<file path="src/aepi_pkg.sv">
`timescale 1ns / 1ps
`default_nettype none

package aepi_pkg;

    // Field widths.
    localparam int unsigned DIST_W  = 16;
    localparam int unsigned EST_W   = 24;
    localparam int unsigned THR_W   = 16;
    localparam int unsigned CFG_W   = 16;
    localparam int unsigned CIDX_W  = 3;
    localparam int unsigned TICKS_W = 7;
    localparam int unsigned INTEG_W = 32;

    // Shared multiplier operand and product widths.
    localparam int unsigned MUL_A_W = 33;
    localparam int unsigned MUL_B_W = 18;
    localparam int unsigned PROD_W  = MUL_A_W + MUL_B_W;

    // Estimator constants: 0.2 m in Q4.12 and the no-sample timeout.
    localparam logic [DIST_W-1:0]  ACCEPT_WINDOW = 16'd819;
    localparam logic [TICKS_W-1:0] RESET_TICKS   = 7'd71;

    // floor(x / 3) == (x * DIV3_RECIP) >> DIV3_SHIFT for any 16-bit x.
    localparam logic [MUL_B_W-1:0] DIV3_RECIP = 18'd43691;
    localparam int unsigned        DIV3_SHIFT = 17;

    // Configuration reset values.
    localparam logic [15:0] RST_FILTER_WEIGHT  = 16'd6554;
    localparam logic [15:0] RST_TICK_PERIOD    = 16'd917;
    localparam logic [9:0]  RST_TICK_RATE      = 10'd70;
    localparam logic [15:0] RST_POSITION_GAIN  = 16'd256;
    localparam logic [15:0] RST_VELOCITY_GAIN  = 16'd256;
    localparam logic [15:0] RST_INTEGRAL_GAIN  = 16'd256;
    localparam logic [15:0] RST_SPEED_LIMIT    = 16'd4096;
    localparam logic [14:0] RST_THROTTLE_LIMIT = 15'd1000;

    // Configuration register indexes.
    typedef enum logic [CIDX_W-1:0] {
        CFG_FILTER_WEIGHT  = 3'd0,
        CFG_TICK_PERIOD    = 3'd1,
        CFG_TICK_RATE      = 3'd2,
        CFG_POSITION_GAIN  = 3'd3,
        CFG_VELOCITY_GAIN  = 3'd4,
        CFG_INTEGRAL_GAIN  = 3'd5,
        CFG_SPEED_LIMIT    = 3'd6,
        CFG_THROTTLE_LIMIT = 3'd7
    } cfg_index_t;

    typedef struct packed {
        logic [15:0] filter_weight;
        logic [15:0] tick_period;
        logic [9:0]  tick_rate;
        logic [15:0] position_gain;
        logic [15:0] velocity_gain;
        logic [15:0] integral_gain;
        logic [15:0] speed_limit;
        logic [14:0] throttle_limit;
    } cfg_t;

    // Datapath step commands issued by the sequencer.
    typedef enum logic [3:0] {
        STEP_NONE,
        STEP_LOAD,
        STEP_INST,
        STEP_FILT_A,
        STEP_FILT_B,
        STEP_EST,
        STEP_EXT,
        STEP_EXT_W,
        STEP_ERR,
        STEP_KX,
        STEP_KI,
        STEP_INC1,
        STEP_DT,
        STEP_INT,
        STEP_VEL,
        STEP_OUT
    } step_t;

endpackage

`default_nettype wire

</file>
<file path="src/aepi_cfg_regs.sv">
`timescale 1ns / 1ps
`default_nettype none

module aepi_cfg_regs (
    input  wire logic                         aclk,
    input  wire logic                         aresetn,
    input  wire logic                         cfg_wr_en,
    input  wire logic [aepi_pkg::CIDX_W-1:0]  cfg_index,
    input  wire logic [aepi_pkg::CFG_W-1:0]   cfg_wdata,
    output aepi_pkg::cfg_t                    cfg
);
    import aepi_pkg::*;

    cfg_t cfg_reg;
    cfg_t cfg_next;

    // Decode the register index and mask the data to the register width.
    always_comb begin
        cfg_next = cfg_reg;
        if (cfg_wr_en) begin
            case (cfg_index_t'(cfg_index))
                CFG_FILTER_WEIGHT:  cfg_next.filter_weight  = cfg_wdata;
                CFG_TICK_PERIOD:    cfg_next.tick_period    = cfg_wdata;
                CFG_TICK_RATE:      cfg_next.tick_rate      = cfg_wdata[9:0];
                CFG_POSITION_GAIN:  cfg_next.position_gain  = cfg_wdata;
                CFG_VELOCITY_GAIN:  cfg_next.velocity_gain  = cfg_wdata;
                CFG_INTEGRAL_GAIN:  cfg_next.integral_gain  = cfg_wdata;
                CFG_SPEED_LIMIT:    cfg_next.speed_limit    = cfg_wdata;
                CFG_THROTTLE_LIMIT: cfg_next.throttle_limit = cfg_wdata[14:0];
                default:            cfg_next = cfg_reg;
            endcase
        end
    end

    always_ff @(posedge aclk) begin
        if (!aresetn) begin
            cfg_reg.filter_weight  <= RST_FILTER_WEIGHT;
            cfg_reg.tick_period    <= RST_TICK_PERIOD;
            cfg_reg.tick_rate      <= RST_TICK_RATE;
            cfg_reg.position_gain  <= RST_POSITION_GAIN;
            cfg_reg.velocity_gain  <= RST_VELOCITY_GAIN;
            cfg_reg.integral_gain  <= RST_INTEGRAL_GAIN;
            cfg_reg.speed_limit    <= RST_SPEED_LIMIT;
            cfg_reg.throttle_limit <= RST_THROTTLE_LIMIT;
        end else begin
            cfg_reg <= cfg_next;
        end
    end

    assign cfg = cfg_reg;

endmodule

`default_nettype wire

</file>
<file path="src/aepi_ctrl.sv">
`timescale 1ns / 1ps
`default_nettype none

module aepi_ctrl (
    input  wire logic      aclk,
    input  wire logic      aresetn,
    input  wire logic      s_valid,
    output logic           s_ready,
    output logic           m_valid,
    input  wire logic      m_ready,
    output aepi_pkg::step_t step
);
    import aepi_pkg::*;

    typedef enum logic [3:0] {
        ST_IDLE,
        ST_INST,
        ST_FILT_A,
        ST_FILT_B,
        ST_EST,
        ST_EXT,
        ST_EXT_W,
        ST_ERR,
        ST_KX,
        ST_KI,
        ST_INC1,
        ST_DT,
        ST_INT,
        ST_VEL,
        ST_OUT
    } state_t;

    state_t state_reg;
    state_t state_next;
    logic   m_valid_reg;
    logic   m_valid_next;

    // Sequence the datapath steps; the result register frees when its result is taken.
    always_comb begin
        state_next   = state_reg;
        m_valid_next = m_valid_reg && !m_ready;
        step         = STEP_NONE;
        case (state_reg)
            ST_IDLE: begin
                if (s_valid) begin
                    step       = STEP_LOAD;
                    state_next = ST_INST;
                end
            end
            ST_INST: begin
                step       = STEP_INST;
                state_next = ST_FILT_A;
            end
            ST_FILT_A: begin
                step       = STEP_FILT_A;
                state_next = ST_FILT_B;
            end
            ST_FILT_B: begin
                step       = STEP_FILT_B;
                state_next = ST_EST;
            end
            ST_EST: begin
                step       = STEP_EST;
                state_next = ST_EXT;
            end
            ST_EXT: begin
                step       = STEP_EXT;
                state_next = ST_EXT_W;
            end
            ST_EXT_W: begin
                step       = STEP_EXT_W;
                state_next = ST_ERR;
            end
            ST_ERR: begin
                step       = STEP_ERR;
                state_next = ST_KX;
            end
            ST_KX: begin
                step       = STEP_KX;
                state_next = ST_KI;
            end
            ST_KI: begin
                step       = STEP_KI;
                state_next = ST_INC1;
            end
            ST_INC1: begin
                step       = STEP_INC1;
                state_next = ST_DT;
            end
            ST_DT: begin
                step       = STEP_DT;
                state_next = ST_INT;
            end
            ST_INT: begin
                step       = STEP_INT;
                state_next = ST_VEL;
            end
            ST_VEL: begin
                step       = STEP_VEL;
                state_next = ST_OUT;
            end
            ST_OUT: begin
                // Hold here until the result register is free.
                if (!m_valid_reg || m_ready) begin
                    step         = STEP_OUT;
                    m_valid_next = 1'b1;
                    state_next   = ST_IDLE;
                end
            end
            default: begin
                state_next = ST_IDLE;
            end
        endcase
    end

    always_ff @(posedge aclk) begin
        if (!aresetn) begin
            state_reg   <= ST_IDLE;
            m_valid_reg <= 1'b0;
        end else begin
            state_reg   <= state_next;
            m_valid_reg <= m_valid_next;
        end
    end

    assign s_ready = (state_reg == ST_IDLE);
    assign m_valid = m_valid_reg;

endmodule

`default_nettype wire

</file>
<file path="src/aepi_datapath.sv">
`timescale 1ns / 1ps
`default_nettype none

module aepi_datapath (
    input  wire logic                         aclk,
    input  wire logic                         aresetn,
    input  wire aepi_pkg::step_t              step,
    input  wire aepi_pkg::cfg_t               cfg,
    input  wire logic [aepi_pkg::DIST_W-1:0]  in_ground_distance,
    input  wire logic [aepi_pkg::DIST_W-1:0]  in_setpoint,
    input  wire logic                         in_clear_integrator,
    output logic signed [aepi_pkg::THR_W-1:0] out_throttle,
    output logic signed [aepi_pkg::EST_W-1:0] out_height,
    output logic signed [aepi_pkg::EST_W-1:0] out_speed,
    output logic                              out_fire
);
    import aepi_pkg::*;

    // Saturate a 26-bit signed value to the 24-bit estimate range.
    function automatic logic signed [EST_W-1:0] sat24(input logic signed [25:0] x);
        logic signed [EST_W-1:0] r;
        if (x > 26'sd8388607) begin
            r = 24'sh7FFFFF;
        end else if (x < -26'sd8388608) begin
            r = 24'sh800000;
        end else begin
            r = x[EST_W-1:0];
        end
        return r;
    endfunction

    // Estimator and integrator state.
    logic signed [EST_W-1:0]   height_reg, height_next;
    logic signed [EST_W-1:0]   speed_reg, speed_next;
    logic [DIST_W-1:0]         last_reg, last_next;
    logic [TICKS_W-1:0]        ticks_reg, ticks_next;
    logic signed [INTEG_W-1:0] integ_reg, integ_next;
    logic                      fired_reg, fired_next;

    // Working registers of one item.
    logic [DIST_W-1:0]         gd_reg, gd_next;
    logic [DIST_W-1:0]         sp_reg, sp_next;
    logic signed [PROD_W-1:0]  prod_reg, prod_next;
    logic signed [20:0]        inst_reg, inst_next;
    logic signed [41:0]        acc_reg, acc_next;
    logic signed [24:0]        err_reg, err_next;
    logic [14:0]               ilim_reg, ilim_next;
    logic signed [16:0]        vd_reg, vd_next;
    logic signed [MUL_A_W-1:0] inc1_reg, inc1_next;
    logic signed [25:0]        dv_reg, dv_next;

    // Result register.
    logic signed [THR_W-1:0]   out_thr_reg, out_thr_next;
    logic signed [EST_W-1:0]   out_h_reg, out_h_next;
    logic signed [EST_W-1:0]   out_v_reg, out_v_next;
    logic                      out_fire_reg, out_fire_next;

    // Shared multiplier operands.
    logic signed [MUL_A_W-1:0] mul_a;
    logic signed [MUL_B_W-1:0] mul_b;

    // Intermediate arithmetic.
    logic signed [16:0]        diff;
    logic                      accept;
    logic [TICKS_W-1:0]        ticks_inc;
    logic signed [41:0]        filt_sum;
    logic signed [41:0]        filt_tmp;
    logic signed [40:0]        ext_tmp;
    logic signed [25:0]        h_sum;
    logic signed [41:0]        kx_tmp;
    logic signed [33:0]        kx_rnd;
    logic signed [33:0]        lim_s;
    logic signed [41:0]        ki_tmp;
    logic signed [49:0]        int_tmp;
    logic signed [38:0]        isum;
    logic signed [38:0]        ilim_s;
    logic signed [43:0]        total;
    logic signed [43:0]        total_adj;
    logic signed [23:0]        thr_q;
    logic signed [23:0]        thr_lim;

    // Sample acceptance window against the last accepted sample.
    assign diff      = $signed({1'b0, gd_reg}) - $signed({1'b0, last_reg});
    assign accept    = (diff <= $signed({1'b0, ACCEPT_WINDOW}))
                    && (diff >= -$signed({1'b0, ACCEPT_WINDOW}));
    assign ticks_inc = ticks_reg + 7'd1;

    // Filter: ((65536-k)*v + k*inst + half) >> 16.
    assign filt_sum = acc_reg + $signed(prod_reg[41:0]);
    assign filt_tmp = filt_sum + 42'sd32768;

    // Extrapolation: h + round(v*DT >> 16).
    assign ext_tmp = $signed(prod_reg[40:0]) + 41'sd32768;
    assign h_sum   = 26'(height_reg) + 26'($signed(ext_tmp[40:16]));

    // Desired speed, rounded and limited.
    assign kx_tmp = $signed(prod_reg[41:0]) + 42'sd128;
    assign kx_rnd = kx_tmp[41:8];
    assign lim_s  = $signed({18'd0, cfg.speed_limit});

    // Integrator increment stages.
    assign ki_tmp  = $signed(prod_reg[41:0]) + 42'sd128;
    assign int_tmp = $signed(prod_reg[49:0]) + 50'sd2048;
    assign isum    = 39'(integ_reg) + 39'($signed(int_tmp[49:12]));
    assign ilim_s  = $signed({8'd0, ilim_reg, 16'd0});

    // Throttle: truncate toward zero, then saturate.
    assign total     = $signed(prod_reg[43:0])
                     + $signed({{8{integ_reg[INTEG_W-1]}}, integ_reg, 4'd0});
    assign total_adj = total[43] ? (total + 44'sd1048575) : total;
    assign thr_q     = total_adj[43:20];
    assign thr_lim   = $signed({9'd0, cfg.throttle_limit});

    // Operand selection for the shared multiplier.
    always_comb begin
        mul_a = '0;
        mul_b = '0;
        case (step)
            STEP_INST: begin
                mul_a = MUL_A_W'(diff);
                mul_b = $signed({8'd0, cfg.tick_rate});
            end
            STEP_FILT_A: begin
                mul_a = MUL_A_W'(speed_reg);
                mul_b = $signed({1'b0, 17'h10000 - {1'b0, cfg.filter_weight}});
            end
            STEP_FILT_B: begin
                mul_a = MUL_A_W'(inst_reg);
                mul_b = $signed({2'd0, cfg.filter_weight});
            end
            STEP_EXT: begin
                mul_a = MUL_A_W'(speed_reg);
                mul_b = $signed({2'd0, cfg.tick_period});
            end
            STEP_ERR: begin
                mul_a = $signed({17'd0, cfg.throttle_limit, 1'b0});
                mul_b = $signed(DIV3_RECIP);
            end
            STEP_KX: begin
                mul_a = MUL_A_W'(err_reg);
                mul_b = $signed({2'd0, cfg.position_gain});
            end
            STEP_KI: begin
                mul_a = MUL_A_W'(err_reg);
                mul_b = $signed({2'd0, cfg.integral_gain});
            end
            STEP_DT: begin
                mul_a = inc1_reg;
                mul_b = $signed({2'd0, cfg.tick_period});
            end
            STEP_VEL: begin
                mul_a = MUL_A_W'(dv_reg);
                mul_b = $signed({2'd0, cfg.velocity_gain});
            end
            default: begin
                mul_a = '0;
                mul_b = '0;
            end
        endcase
    end

    // Step decode and register updates.
    always_comb begin
        height_next   = height_reg;
        speed_next    = speed_reg;
        last_next     = last_reg;
        ticks_next    = ticks_reg;
        integ_next    = integ_reg;
        fired_next    = fired_reg;
        gd_next       = gd_reg;
        sp_next       = sp_reg;
        // The product holds while no step runs, so a stalled last step still sees it.
        prod_next     = (step == STEP_NONE) ? prod_reg
                                            : PROD_W'(mul_a) * PROD_W'(mul_b);
        inst_next     = inst_reg;
        acc_next      = acc_reg;
        err_next      = err_reg;
        ilim_next     = ilim_reg;
        vd_next       = vd_reg;
        inc1_next     = inc1_reg;
        dv_next       = dv_reg;
        out_thr_next  = out_thr_reg;
        out_h_next    = out_h_reg;
        out_v_next    = out_v_reg;
        out_fire_next = out_fire_reg;
        case (step)
            STEP_LOAD: begin
                gd_next = in_ground_distance;
                sp_next = in_setpoint;
                if (in_clear_integrator) begin
                    integ_next = '0;
                end
            end
            STEP_FILT_A: begin
                inst_next = prod_reg[20:0];
            end
            STEP_FILT_B: begin
                acc_next = prod_reg[41:0];
            end
            STEP_EST: begin
                // Accepted sample, timeout reset, or plain tick count.
                if (accept) begin
                    speed_next  = sat24(filt_tmp[41:16]);
                    height_next = $signed({8'd0, gd_reg});
                    last_next   = gd_reg;
                    ticks_next  = '0;
                    fired_next  = 1'b0;
                end else if (ticks_inc >= RESET_TICKS) begin
                    speed_next  = '0;
                    height_next = $signed({8'd0, gd_reg});
                    last_next   = gd_reg;
                    ticks_next  = '0;
                    fired_next  = 1'b1;
                end else begin
                    ticks_next  = ticks_inc;
                    fired_next  = 1'b0;
                end
            end
            STEP_EXT_W: begin
                if (!fired_reg) begin
                    height_next = sat24(h_sum);
                end
            end
            STEP_ERR: begin
                err_next = $signed({9'd0, sp_reg}) - 25'(height_reg);
            end
            STEP_KX: begin
                ilim_next = prod_reg[DIV3_SHIFT+14:DIV3_SHIFT];
            end
            STEP_KI: begin
                if (kx_rnd > lim_s) begin
                    vd_next = 17'(lim_s);
                end else if (kx_rnd < -lim_s) begin
                    vd_next = 17'(-lim_s);
                end else begin
                    vd_next = kx_rnd[16:0];
                end
            end
            STEP_INC1: begin
                inc1_next = ki_tmp[40:8];
            end
            STEP_INT: begin
                if (isum > ilim_s) begin
                    integ_next = INTEG_W'(ilim_s);
                end else if (isum < -ilim_s) begin
                    integ_next = INTEG_W'(-ilim_s);
                end else begin
                    integ_next = isum[INTEG_W-1:0];
                end
                dv_next = 26'(vd_reg) - 26'(speed_reg);
            end
            STEP_OUT: begin
                if (thr_q > thr_lim) begin
                    out_thr_next = thr_lim[THR_W-1:0];
                end else if (thr_q < -thr_lim) begin
                    out_thr_next = 16'(-thr_lim);
                end else begin
                    out_thr_next = thr_q[THR_W-1:0];
                end
                out_h_next    = height_reg;
                out_v_next    = speed_reg;
                out_fire_next = fired_reg;
            end
            default: begin
                gd_next = gd_reg;
            end
        endcase
    end

    // Estimator and integrator state, cleared by reset.
    always_ff @(posedge aclk) begin
        if (!aresetn) begin
            height_reg <= '0;
            speed_reg  <= '0;
            last_reg   <= '0;
            ticks_reg  <= '0;
            integ_reg  <= '0;
            fired_reg  <= 1'b0;
        end else begin
            height_reg <= height_next;
            speed_reg  <= speed_next;
            last_reg   <= last_next;
            ticks_reg  <= ticks_next;
            integ_reg  <= integ_next;
            fired_reg  <= fired_next;
        end
    end

    // Working and result payload registers.
    always_ff @(posedge aclk) begin
        gd_reg       <= gd_next;
        sp_reg       <= sp_next;
        prod_reg     <= prod_next;
        inst_reg     <= inst_next;
        acc_reg      <= acc_next;
        err_reg      <= err_next;
        ilim_reg     <= ilim_next;
        vd_reg       <= vd_next;
        inc1_reg     <= inc1_next;
        dv_reg       <= dv_next;
        out_thr_reg  <= out_thr_next;
        out_h_reg    <= out_h_next;
        out_v_reg    <= out_v_next;
        out_fire_reg <= out_fire_next;
    end

    assign out_throttle = out_thr_reg;
    assign out_height   = out_h_reg;
    assign out_speed    = out_v_reg;
    assign out_fire     = out_fire_reg;

endmodule

`default_nettype wire

</file>
<file path="src/altitude_estimator_and_pi_controller.sv">
`timescale 1ns / 1ps
`default_nettype none

// Channel   Direction  Handshake            Payload
// s_        in         s_valid / s_ready    ground_distance, setpoint, clear_integrator
// m_        out        m_valid / m_ready    throttle_out, estimated_height,
//                                           estimated_speed, estimate_reset
// cfg_      in         cfg_wr_en            cfg_index, cfg_wdata (write only)
//
// A request is loaded at its accepting edge and its result is registered after 14
// further sequencer steps, most of them sharing a single 33x18 signed multiplier.
// A new request is accepted in the cycle after the result is registered.
// The result register holds while m_ready is low; the next request still runs and
// waits at its last step until that register is free.
// Reset (aresetn, synchronous, active low) restores register defaults and zeroes the
// estimator and integrator state.

module altitude_estimator_and_pi_controller (
    input  wire logic                          aclk,
    input  wire logic                          aresetn,
    input  wire logic                          s_valid,
    output logic                               s_ready,
    input  wire logic [aepi_pkg::DIST_W-1:0]   s_ground_distance,
    input  wire logic [aepi_pkg::DIST_W-1:0]   s_setpoint,
    input  wire logic                          s_clear_integrator,
    output logic                               m_valid,
    input  wire logic                          m_ready,
    output logic signed [aepi_pkg::THR_W-1:0]  m_throttle_out,
    output logic signed [aepi_pkg::EST_W-1:0]  m_estimated_height,
    output logic signed [aepi_pkg::EST_W-1:0]  m_estimated_speed,
    output logic                               m_estimate_reset,
    input  wire logic                          cfg_wr_en,
    input  wire logic [aepi_pkg::CIDX_W-1:0]   cfg_index,
    input  wire logic [aepi_pkg::CFG_W-1:0]    cfg_wdata
);
    import aepi_pkg::*;

    cfg_t  cfg;
    step_t step;

    // Configuration registers.
    aepi_cfg_regs u_cfg_regs (
        .aclk      (aclk),
        .aresetn   (aresetn),
        .cfg_wr_en (cfg_wr_en),
        .cfg_index (cfg_index),
        .cfg_wdata (cfg_wdata),
        .cfg       (cfg)
    );

    // Step sequencer and handshake control.
    aepi_ctrl u_ctrl (
        .aclk    (aclk),
        .aresetn (aresetn),
        .s_valid (s_valid),
        .s_ready (s_ready),
        .m_valid (m_valid),
        .m_ready (m_ready),
        .step    (step)
    );

    // Estimator and controller arithmetic.
    aepi_datapath u_datapath (
        .aclk                (aclk),
        .aresetn             (aresetn),
        .step                (step),
        .cfg                 (cfg),
        .in_ground_distance  (s_ground_distance),
        .in_setpoint         (s_setpoint),
        .in_clear_integrator (s_clear_integrator),
        .out_throttle        (m_throttle_out),
        .out_height          (m_estimated_height),
        .out_speed           (m_estimated_speed),
        .out_fire            (m_estimate_reset)
    );

endmodule

`default_nettype wire

</file>
<file path="config.mk">
export PLATFORM = sky130hd
export DESIGN_NAME = altitude_estimator_and_pi_controller
export DESIGN_NICKNAME = d
export VERILOG_FILES = /design/src/aepi_pkg.sv /design/src/aepi_cfg_regs.sv /design/src/aepi_ctrl.sv /design/src/aepi_datapath.sv /design/src/altitude_estimator_and_pi_controller.sv
export SDC_FILE = /design/constraint.sdc
export NUM_CORES = 2
export LEC_CHECK = 0
export BUFFER_PORTS_ARGS = -buffer_cell sky130_fd_sc_hd__buf_2
export CAP_MARGIN = 20
export CELL_PAD_IN_SITES_DETAIL_PLACEMENT = 0
export CELL_PAD_IN_SITES_GLOBAL_PLACEMENT = 1
export CORE_MARGIN = 2
export CORE_UTILIZATION = 55
export DETAILED_ROUTE_END_ITERATION = 7
export GPL_TIMING_DRIVEN = 0
export PLACE_DENSITY_LB_ADDON = 0.1
export SYNTH_ARGS = -nofsm -noshare
export SYNTH_HDL_FRONTEND = slang
export SYNTH_HIERARCHICAL = 1
export SYNTH_SLANG_ARGS = --single-unit
</file>
<file path="constraint.sdc">
create_clock -name aclk -period 17.1 [get_ports aclk]
set_input_delay 0.855 -clock aclk [delete_from_list [all_inputs] [get_ports aclk]]
set_output_delay 0.855 -clock aclk [all_outputs]
set_load 0.01 [all_outputs]
</file>
==> results.cfg <==
[timing]
fin_setup_tns_ns = 0
skew_ns = 0.05131
tightest_slew_ns = 1.216
rsz0062_at_grt = false
fmax_mhz = 76.10
final-hold-violation-count = 0
finalSetupViolations = 0
slew_headroom_pct = 18.93
whs_ns = 0.3326
finalMaxSlewViolations = 0
fin_crit_sh_pct = 76.85
period_needed_ns = 13.14

[logic_synthesis]
synth_nets = 7361
postSynthCellCount = 6277
yosysWarningCount = 6
synthFlopType = edfxtp_1
ys_seq_area_share_pct = 25.23
syn_avg_cell_area_sq_um = 9.071
synth_area_sq_um = 56940
synth_area_leaders = fa_1, edfxtp_1, ha_1, dfxtp_1, inv_1
synth_top_area_share_pct = 18.88
ys_ff_latch = 555
synth_cell_type_count = 95
yosysTopAreaCell = fa_1
async_reset_ff_share_pct = 0
synth_edf_count = 325

[cells_and_area]
nNetsFinal = 7569
area_growth_pct = 8.511
largest_reg_flops = 121
utilization_pct = 59.95
drive_above_1_share_pct = 5.416
fin_area_sq_um = 61780

[global_routing]
grt_usage_pct = 37.59
grt.overflow.total = 0
grt_pass1_vias = 46798
grt_max_degree = 40
grt_first_pass_wirelength_um = 298000
antenna_found_initial = 10

[place]
port_buffers = 119
place_congestion = 0.9808
hpwl_um = 165500
dpl_cell_area_sq_um = 59680

[hold_path]
hold_path_class = in2reg
hold_path_end = u_datapath/gd_reg[4]
holdPathStages = 1
hold_start = s_ground_distance[4]

[worst_setup_path]
cp-start-kind = flip-flop
worstPathArrival_ns = 13.65
critPathKind = reg2reg
rrSetupSlack_ns = 3.96
path_common_cell = fa_1
cp_slowest_stage_delay_ns = 0.89
worstPathMaxFanout = 10
r2r_start = u_ctrl/state_reg[2]
r2r-end = u_datapath/prod_reg[48]
required_ns = 17.61
cp-end-kind = flip-flop
slowest_stage = nor3_1
ff2ff_path_depth = 38

[detailed_routing]
vias_per_cell = 6.070
firstDrtPassIters = 7
drtAntennaViolNets = 0
routed_wirelength_um = 201100
route.detailed.drc = 0
post_drt_wl_per_cell_um = 25.38
vias = 48087
drt_iter0_markers = 4951

[cts]
clockBufferDepth = 3
cts_hold_buffers = 0
postCtsResizedCells = 0
post_cts_buffers = 0
cts-root-buf = clkbuf_16
clkLatencyLatePin_ns = 0.70
cts_num_sinks = 555
cts_tree = built
h-tree-depth = 2
clk_pin_slew_ns = 0.07
cts_buffers = 59

[pwr]
p_leak_nw = 27.62
p_per_area_nw_per_um2 = 100.7
p_sw_share_pct = 45.19
power_switching_mw = 2.813
power_frac_comb_pct = 47.9
power_frac_seq_pct = 29.8
pwr-share-clk_pct = 22.3
vdd_ir_drop_max_v = 0.0001004
p_total_mw = 6.224
p_int_mw = 3.411

[floorplanning]
die_area_sq_um = 106100
die_x_um = 325.8
initial_core_util_pct = 55.25
ios = 124
core_area_sq_um = 103100
fp-row-count = 118
dieHeight_um = 325.8

[flow_run]
timing.max_cap.violations = 0

[outcome]
outcome = completed
layer usage:
layer	wire length, um	share of wire, %	track usage (%)	up-vias
li1	-	-	-	21797
met4	11940	5.9	18.57	4
met5	28	0.014	0	-
met1	80760	40	49.93	23650
met3	17150	8.5	5.895	449
met2	91200	45	60.02	2187
worst max path at each step:
| stage | from | end | slack (ns) | cells after the start |
|---|---|---|---|---|
| 2_1_floorplan | m_ready | u_datapath/prod_reg[44] | 6.36 | 37 |
| 3_3_place_gp | m_ready | u_datapath/prod_reg[48] | 1.71 | 38 |
| 3_5_place_dp | m_ready | u_datapath/prod_reg[48] | 3.90 | 38 |
| 4_1_cts | u_ctrl/state_reg[2] | u_datapath/prod_reg[48] | 4.33 | 38 |
| 5_1_grt | u_ctrl/state_reg[1] | u_datapath/prod_reg[48] | 3.61 | 37 |
| 6_report | u_ctrl/state_reg[2] | u_datapath/prod_reg[48] | 3.96 | 38 |
cell usage after synthesis, drive strengths merged (56+ instances only):
cell    count
inv       813
nand2     661
fa        537
nor2      526
ha        490
edfxtp    325
a21oi     278
xnor2     234
dfxtp     230
o21ai     222
clkbuf    216
mux2i     148
a21o      141
nand3     134
nor3      117
nor2b     115
xor2      114
nand4      69
o21a       66
a22oi      59
and3       56
worst max-delay path: cells and delay by family, from the launching register on:
kind | cells | cell delay, ns
fa+ha+maj | 7 | 3.42
flops | 1 | 0.30
buf+inv | 11 | 3.25
simple gates | 9 | 2.80
compound gates | 11 | 3.20
cell usage in the layout (no fill, tap or decap), types with 24 or more instances in the layout:
cell | netlist | final
inv_1 | 812 | 812
nand2_1 | 659 | 658
fa_1 | 537 | 537
nor2_1 | 526 | 523
ha_1 | 490 | 490
edfxtp_1 | 325 | 325
a21oi_1 | 278 | 278
xnor2_1 | 234 | 234
dfxtp_1 | 230 | 230
clkbuf_1 | 215 | 220
o21ai_0 | 216 | 216
mux2i_1 | 148 | 148
buf_2 | 20 | 141
a21o_1 | 141 | 141
nand3_1 | 134 | 134
nor2b_1 | 115 | 115
nor3_1 | 117 | 115
xor2_1 | 114 | 114
nand4_1 | 69 | 69
o21a_1 | 66 | 66
clkbuf_16 | 0 | 61
a22oi_1 | 59 | 59
and3_1 | 56 | 56
nand2b_1 | 51 | 51
o211ai_1 | 42 | 42
and2_1 | 42 | 42
a31oi_1 | 38 | 38
or3_1 | 36 | 36
a22o_1 | 33 | 33
nor4_1 | 28 | 28
a211oi_1 | 32 | 28
o31ai_1 | 28 | 28
or2_2 | 25 | 25
a21boi_0 | 24 | 24
power by group through the flow:
| stage | registers (mW) | logic, mW | clock network, mW |
|---|---|---|---|
| finish | 1.86 | 2.98 | 1.39 |
| global route | 1.85 | 3.26 | 1.45 |
| CTS | 1.84 | 2.94 | 1.40 |
| detailed placement | 1.87 | 2.91 | 0 |
| global placement | 1.87 | 2.86 | 0 |
| floorplan | 1.69 | 2.02 | 0 |
per-stage QoR:
step | setup slack (ns) | instances
after global routing | 3.607 | 7916
after global placement | 1.709 | 7776
final | 3.959 | 7922
after detailed placement | 3.904 | 7803
after floorplan | 6.356 | 6277
after CTS | 4.328 | 7915
kinds of logic (layout without fill, tap and decap cells):
| logic type | count (synthesis) | count (layout) | share of synthesized area (%) |
|---|---|---|---|
| AOI/OAI and AO/OA | 1175 | 1175 | 13.89 |
| xor gates and xnor gates | 348 | 348 | 5.353 |
| adders and majority gates | 1027 | 1027 | 29.65 |
| buffers and inverters | 1078 | 1337 | 7.254 |
| DFF | 555 | 555 | 25.23 |
| muxes | 162 | 162 | 2.885 |
| other | 0 | 6 | 0 |
| and+or+nand+nor | 1932 | 1932 | 15.74 |
area by class of cell:
cell class,instances,area [sq um]
antenna,6,15.01
buffer,264,1081
clock buffer,76,1643
clock inverter,36,436.7
fill,9387,41270
inverter,814,3055
multi-input combinational,4644,38530
sequential,555,14360
tap,1380,1727
timing repair buffer,147,928.4
(Power assumes the default switching activity.)
